`config.mk`:
```
export PLATFORM = sky130hd
export DESIGN_NAME = lru_move_to_front_cache_unit
export DESIGN_NICKNAME = d
export VERILOG_FILES = /design/src/rtl/lmfc_pkg.sv /design/src/rtl/lru_move_to_front_cache_unit.sv /design/src/rtl/lmfc_cell.sv
export SDC_FILE = /design/constraint.sdc
export NUM_CORES = 2
export LEC_CHECK = 0
export BUFFER_PORTS_ARGS = -buffer_cell sky130_fd_sc_hd__buf_2
export CELL_PAD_IN_SITES_DETAIL_PLACEMENT = 1
export CELL_PAD_IN_SITES_GLOBAL_PLACEMENT = 1
export CORE_MARGIN = 1
export CORE_UTILIZATION = 45
export DETAILED_ROUTE_END_ITERATION = 10
export PLACE_DENSITY_LB_ADDON = 0.15
export SYNTH_ARGS = -nofsm -noshare
export SYNTH_HDL_FRONTEND = slang
export SYNTH_HIERARCHICAL = 1
export SYNTH_SLANG_ARGS = --single-unit
```
`constraint.sdc`:
```
create_clock -name clk -period 7.75 [get_ports clk]
set_clock_uncertainty 0.1 [all_clocks]
set_input_delay 0.3875 -clock clk [delete_from_list [all_inputs] [get_ports clk]]
set_output_delay 0.3875 -clock clk [all_outputs]
set_load 0.005 [all_outputs]
```
`src/rtl/lmfc_pkg.sv`:
```
// Shared types and constants for the move-to-front LRU cache.
package lmfc_pkg;

  localparam int ENTRIES  = 8;
  localparam int KEY_BITS = 32;

  typedef logic [KEY_BITS-1:0] key_t;

  typedef enum logic [1:0] {
    ACT_INSERT     = 2'd0,
    ACT_LOOKUP     = 2'd1,
    ACT_INVALIDATE = 2'd2,
    ACT_FLUSH      = 2'd3
  } action_t;

  typedef enum logic {
    PH_IDLE  = 1'b0,
    PH_APPLY = 1'b1
  } phase_t;

  typedef struct packed {
    logic        valid;
    key_t        key;
    logic [31:0] handle;
    logic [15:0] count;
  } entry_t;

  // Control that the sequencer broadcasts to every cell of the chain.
  typedef struct packed {
    logic capture;
    logic flush;
    logic shift_all;
    logic promote;
  } cell_ctrl_t;

endpackage

```
`src/rtl/lru_move_to_front_cache_unit.sv`:
```
// Top level of the move-to-front LRU cache: sequencer and chain of slot cells.
//
//   channel   | signals                              | handshake
//   ----------+--------------------------------------+------------------------------
//   request   | action, key, handle, item_count      | taken when start && !busy
//   result    | hit, found_handle, found_count       | shown for one cycle with done
//
// Each transaction has two steps: every cell compares its key as the request is
// accepted, and the chain shifts and the front slot loads while busy is high,
// which is for one cycle after each accepted request. The result is registered
// from that busy cycle, while the next request may already be accepted. Reset
// empties the cache at once. The receiver cannot stall the result.
module lru_move_to_front_cache_unit (
  input  logic        clk,
  input  logic        rst,
  input  logic        start,
  output logic        busy,
  input  logic [1:0]  action,
  input  logic [31:0] key,
  input  logic [31:0] handle,
  input  logic [15:0] item_count,
  output logic        done,
  output logic        hit,
  output logic [31:0] found_handle,
  output logic [15:0] found_count
);

  lmfc_pkg::phase_t     phase;
  lmfc_pkg::phase_t     phase_next;
  lmfc_pkg::action_t    act_q;
  lmfc_pkg::key_t       key_q;
  lmfc_pkg::key_t       lookup_key;
  logic [31:0]          handle_q;
  logic [15:0]          count_q;
  lmfc_pkg::cell_ctrl_t ctl;
  lmfc_pkg::entry_t     front;
  lmfc_pkg::entry_t     sel_any;
  lmfc_pkg::entry_t     slots  [lmfc_pkg::ENTRIES];
  lmfc_pkg::entry_t     sels   [lmfc_pkg::ENTRIES];
  logic [lmfc_pkg::ENTRIES:0] found;
  logic                 accept;
  logic                 apply;
  logic                 hit_any;
  logic                 hit_res;

  assign accept     = start && !busy;
  assign lookup_key = lmfc_pkg::key_t'(key);
  assign found[0]   = 1'b0;
  assign hit_any    = found[lmfc_pkg::ENTRIES];

  always_comb begin
    unique case (phase)
      lmfc_pkg::PH_IDLE:  phase_next = accept ? lmfc_pkg::PH_APPLY : lmfc_pkg::PH_IDLE;
      lmfc_pkg::PH_APPLY: phase_next = lmfc_pkg::PH_IDLE;
      default:            phase_next = lmfc_pkg::PH_IDLE;
    endcase
  end

  always_comb begin
    busy  = (phase == lmfc_pkg::PH_APPLY);
    apply = busy;
    ctl.capture   = accept;
    ctl.flush     = apply && (act_q == lmfc_pkg::ACT_FLUSH);
    ctl.promote   = apply && (act_q != lmfc_pkg::ACT_FLUSH);
    ctl.shift_all = apply && (act_q == lmfc_pkg::ACT_INSERT) && !hit_any;
  end

  always_ff @(posedge clk) begin
    if (rst) begin
      phase <= lmfc_pkg::PH_IDLE;
    end else begin
      phase <= phase_next;
    end
  end

  always_ff @(posedge clk) begin
    if (accept) begin
      act_q    <= lmfc_pkg::action_t'(action);
      key_q    <= lookup_key;
      handle_q <= handle;
      count_q  <= item_count;
    end
  end

  always_comb begin
    sel_any = '0;
    for (int i = 0; i < lmfc_pkg::ENTRIES; i++) begin
      sel_any = sel_any | sels[i];
    end
  end

  // What enters the front slot: a new entry, the promoted one, or a cleared slot.
  always_comb begin
    if (act_q == lmfc_pkg::ACT_INSERT && !hit_any) begin
      front.valid  = 1'b1;
      front.key    = key_q;
      front.handle = handle_q;
      front.count  = count_q;
    end else if (act_q == lmfc_pkg::ACT_INVALIDATE) begin
      front = '0;
    end else begin
      front = sel_any;
    end
  end

  for (genvar g = 0; g < lmfc_pkg::ENTRIES; g++) begin : g_cell
    lmfc_cell u_cell (
      .clk        (clk),
      .rst        (rst),
      .ctl        (ctl),
      .lookup_key (lookup_key),
      .prev       ((g == 0) ? front : slots[(g == 0) ? 0 : g - 1]),
      .found_in   (found[g]),
      .hit_any    (hit_any),
      .slot       (slots[g]),
      .sel        (sels[g]),
      .found_out  (found[g+1])
    );
  end

  assign hit_res = hit_any && (act_q != lmfc_pkg::ACT_FLUSH);

  always_ff @(posedge clk) begin
    if (rst) begin
      done <= 1'b0;
    end else begin
      done <= apply;
    end
  end

  always_ff @(posedge clk) begin
    if (apply) begin
      hit          <= hit_res;
      found_handle <= hit_res ? sel_any.handle : 32'd0;
      found_count  <= hit_res ? sel_any.count : 16'd0;
    end
  end

endmodule

```
`src/rtl/lmfc_cell.sv`:
```
// One slot of the most-recent-first list: storage, key compare and shift.
module lmfc_cell (
  input  logic                clk,
  input  logic                rst,
  input  lmfc_pkg::cell_ctrl_t ctl,
  input  lmfc_pkg::key_t      lookup_key,
  input  lmfc_pkg::entry_t    prev,
  input  logic                found_in,
  input  logic                hit_any,
  output lmfc_pkg::entry_t    slot,
  output lmfc_pkg::entry_t    sel,
  output logic                found_out
);

  logic match;
  logic shift_here;

  // On a hit, every slot up to and including the first match moves back one.
  assign shift_here = ctl.shift_all | (ctl.promote & hit_any & ~found_in);
  assign found_out  = found_in | match;
  assign sel        = (match & ~found_in) ? slot : '0;

  always_ff @(posedge clk) begin
    if (rst) begin
      slot  <= '0;
      match <= 1'b0;
    end else begin
      if (ctl.capture) begin
        match <= slot.valid && (slot.key == lookup_key);
      end
      if (ctl.flush) begin
        slot <= '0;
      end else if (shift_here) begin
        slot <= prev;
      end
    end
  end

endmodule

```
# After elaboration in Yosys (flattened, before gate mapping)
# Index checks and enable logic that the tools add are counted.
[op_classes]
n_eq_ne = 11
mux = 12
bitwise = 45
reduce_logical = 19
[op_table]
columns = ["op", "n"]
rows = [
  ["two-way mux 81 bit", 10],
  ["bitwise OR 81 bit", 7],
  ["== test 32 bit", 8],
  ["bitwise AND 1 bit", 15],
  ["logical AND 1 bit", 15],
  ["bitwise OR 1 bit", 15],
  ["NOT 1 bit", 8],
  ["== test 2 bit (second input constant)", 2],
  ["zero test 1 bit", 2],
  ["zero test 2 bit", 1],
  ["inequality test 2 bit (second input constant)", 1],
  ["one-hot mux 1 bit (2 select lines)", 1],
  ["OR reduction 2 bit", 1],
  ["two-way mux 1 bit", 1],
]
[totals]
register_bits = 789
inputBits = 85
output_inout_bits = 51
word_cells = 136

# Longest topological paths before layout
[logic_depth]
ltp_word = 12
mapped_depth = 16
mapped_depth_nobuf = 14

# By module
# The synthesis kept the hierarchy.
[modules_own_cells]
columns = ["mod", "n_inst", "cells_per_inst", "area_each_um2", "seq_area_each_um2"]
rows = [
  ["lmfc_cell", 8, 494, 3920.0, 1641.6],
  ["lru_move_to_front_cache_unit", 1, 540, 6620.1, 3973.8],
]

# Worst setup path after synthesis
# Ideal clock, no wire load.
[synth_timing]
path_kind = "reg2reg"
from = "register phase, in the netlist busy"
to = "register g_cell[0].u_cell.match"
setup_ns = 0.069
arrival_ns = 5.878
required_time_ns = 7.581
setup_slack_ns = 1.703
stages_incl_launch_ff = 6
n_path_buf = 0
period_less_slack_ns = 6.047
path_cell_list = "dfxtp_1 -> nor2b_1 -> nand2_1 -> nor4_1 -> nand4_1 -> o21ai_1"
[synth_between]
elab_chain_len = 2
[synth_rtl]
columns = ["item", "line", "text"]
rows = [
  ["start, declared", "lru_move_to_front_cache_unit.sv:28", "lmfc_pkg::phase_t phase;"],
  ["start signal, assigned", "lru_move_to_front_cache_unit.sv:70", "phase <= lmfc_pkg::PH_IDLE;"],
  ["start signal, assigned", "lru_move_to_front_cache_unit.sv:72", "phase <= phase_next;"],
  ["zero test 1 bit", "lru_move_to_front_cache_unit.sv:46", "assign accept = start && !busy;"],
  ["logical AND 1 bit", "lru_move_to_front_cache_unit.sv:46", ""],
  ["via accept", "lru_move_to_front_cache_unit.sv:41", "logic accept;"],
  ["end signal, assigned", "lmfc_cell.sv:29", "match <= slot.valid && (slot.key == lookup_key);"],
  ["end, declared", "lmfc_cell.sv:15", "logic match;"],
]
# The timed path passes the listed nets, and every way through them passes these cells.
# A chain may end at the register's enable or synchronous reset.

==> impl_metrics.json <==
{
  "postCtsResizedCells": 0,
  "worstSetupStartpointType": "flip-flop",
  "period_needed_ns": 6.46,
  "wl_um": 134000,
  "synth.most_common_cell": "nand2_1",
  "cp_data_required_time_ns": 8.21,
  "tritoncts": "yes",
  "ys_ff_latch": 789,
  "hold_class": "in -> reg",
  "hold_slack_ns": 0.0259,
  "synth-main-ff-cell": "dfxtp_1",
  "p_leak_nw": 14.3,
  "r2r_end": "g_cell[1].u_cell/slot[45]$_SDFFE_PP0P_",
  "async_flop_share_pct": 0,
  "timing.critical_path.from": "g_cell[0].u_cell/match$_SDFFE_PP0P_",
  "h-tree-depth": 3,
  "globalRouteTotalUtil_pct": 30.9,
  "placed_area_um2": 38700,
  "clk_pin_slew_worst_paths_ns": 0.06,
  "finalCritPeriodShare_pct": 83.3,
  "critPathKind": "reg -> reg",
  "final-setup-viol-count": 0,
  "drtIter0Drc": 2010,
  "die_width_um": 293,
  "clkLatencyLatePin_ns": 0.65,
  "dp_slack_ns": 1.41,
  "start_util_pct": 45.5,
  "min_from": "key[26]",
  "dp.cells": 5456,
  "finalInstanceArea_um2": 42200,
  "finalPower_mw": 9.09,
  "cts_root_buf": "clkbuf_16",
  "rrSetupSlack_ns": 1.29,
  "cts_buffer_depth": 3,
  "dp_hpwl_um": 75900,
  "synth_cells": 4492,
  "gp_congestion": 0.823,
  "syn_area_um2": 38000,
  "yosys.area.top_type": "dfxtp_1",
  "syn_area_per_cell_um2": 8.46,
  "dr.pass1.iters": 5,
  "critPathCaptureType": "flip-flop",
  "crit_path_max_fanout": 43,
  "overflow": 0,
  "final_antenna_net_count": 0,
  "synth_commonest_cells": "nand2_1, dfxtp_1, and2_1",
  "wl_per_cell_um": 23.6,
  "slew_headroom_pct": 17.0,
  "cts_sinks": 789,
  "grt_antenna_before_repair": 11,
  "io_buffers": 135,
  "setup_slack_ns": 1.29,
  "core_area_um2": 83600,
  "avgViaCountPerCell": 5.67,
  "grt_max_degree": 82,
  "final.setup.tns_ns": 0,
  "rr_worst_depth": 16,
  "arrival_ns": 6.92,
  "die_height_um": 293,
  "finalHoldViolCount": 0,
  "die-area_um2": 85600,
  "rsz0062_at_grt": "false",
  "drive_gt1_share_pct": 15.6,
  "synth_warnings": 6,
  "fin_util_pct": 50.5,
  "drv_cap": 0,
  "powerDensity_nw_per_um2": 215,
  "hold_depth": 1,
  "synth_edf_count": 131,
  "synth_top_area_share_pct": 34.7,
  "synth_cell_types": 33,
  "area_growth_pct": 11.1,
  "via_count": 32200,
  "drcViolationCount": 0,
  "finalNonFillerCells": 5673,
  "cts_made_buffers": 90,
  "endpoint": "g_cell[1].u_cell/slot[45]$_SDFFE_PP0P_",
  "ys_seq_area_share_pct": 45.0,
  "synth.area.top_cells": "dfxtp_1, nand2_1, and2_1",
  "boundaryPins": 136,
  "drv_slew": 0,
  "grt_pass1_vias": 33600,
  "r2r-start": "g_cell[0].u_cell/match$_SDFFE_PP0P_",
  "irDropWorstVdd_mv": 0.155,
  "final_nets": 4605,
  "clock.fmax_mhz": 155,
  "status": "finished clean",
  "grt_pass1_wl_um": 204000,
  "tightestPinTransition_ns": 1.25,
  "rows": 106
}
==> flip-flops by register name, summed over array words and instances (netlist names) <==
name and flops:
count_q 16, g_cell.u_cell/slot 648, key_q 32, handle_q 32, done 1, act_q 2
busy 1, hit 1, found_handle 32, found_count 16, g_cell.u_cell/match 8
==> critical path, stage by stage (launching register included) <==
cell,delay (ns)
dfxtp_1,0.33
or2_2,0.34
or2_2,0.34
or2_2,0.34
or2_2,0.34
or2_2,0.34
or2_2,0.34
or2_2,0.34
or2_2,0.57
nor3_4,0.22
buf_4,0.44
and2_1,0.61
buf_4,0.35
a31o_4,0.69
buf_12,0.34
nand2_1,0.10
a21oi_1,0.17
==> report_power, final <==
group | switching, mW | internal, mW
clock | 1.79 | 2.56
sequential | 0.0226 | 4.21
combinational | 0.387 | 0.119
total | 2.20 | 6.89
==> repair_timing <==
item,in CTS,in global routing
hold endpoints to repair,52,0
setup buffers,0,0
hold buffers,52,0
==> per-layer routing <==
metal  GRT usage (%)  wire (µm)  vias to the layer above  share of wire (%)
li1                -          -                    14900                  -
met1            39.8      58400                    16200                 44
met2            53.0      64500                      824                 48
met3            4.16       6940                      248                5.2
met4            10.2       3880                       12                2.9
met5               0         73                        -              0.055
==> layout make-up <==
class	count	area, µm²
antenna	2	5.00
sequential	789	17100
fill	9916	41400
clock inverter	34	308
multi-input combinational	3393	19100
timing repair buffer	236	1630
clock buffer	129	2680
tap	1080	1350
inverter	10	37.5
==> logic make-up (layout without fill, tap and decap cells) <==
group	after synthesis	after routing	share of synthesized area [%]
simple gates	2332	2332	29.2
compound gates	802	802	14.7
flops	789	789	45.0
buf+inv	312	409	5.17
xor+xnor	256	256	5.90
other cells	1	5	0.00987
==> how the worst min path moves through the flow <==
stage | endpoint | slack [ns]
global route | key_q[11]$_DFFE_PP_ | 0.02
CTS | key_q[17]$_DFFE_PP_ | 0.0007
global placement | g_cell[7].u_cell/slot[8]$_SDFFE_PP0P_ | 0.33
finish | key_q[26]$_DFFE_PP_ | 0.03
floorplan | g_cell[7].u_cell/slot[0]$_SDFFE_PP0P_ | 0.33
detailed placement | g_cell[7].u_cell/slot[16]$_SDFFE_PP0P_ | 0.34
==> cells in the final DEF, fill, tap and decap left out, drive strengths merged, types with 2 or more instances in the layout <==
| cell | n |
|---|---|
| nand4 | 48 |
| nand2 | 1394 |
| clkbuf | 129 |
| clkinv | 23 |
| nor2b | 11 |
| a21oi | 696 |
| bufinv | 5 |
| clkinvlp | 2 |
| xnor2 | 184 |
| xor2 | 72 |
| dfxtp | 658 |
| a31o | 8 |
| or4 | 2 |
| nor2 | 8 |
| a31oi | 8 |
| and2 | 650 |
| diode | 2 |
| conb | 3 |
| dlygate4sd3 | 52 |
| inv | 14 |
| nand3 | 8 |
| or2 | 16 |
| o21ai | 8 |
| buf | 184 |
| edfxtp | 131 |
| a22o | 80 |
| nor4 | 192 |
(Power assumes the default switching activity.)
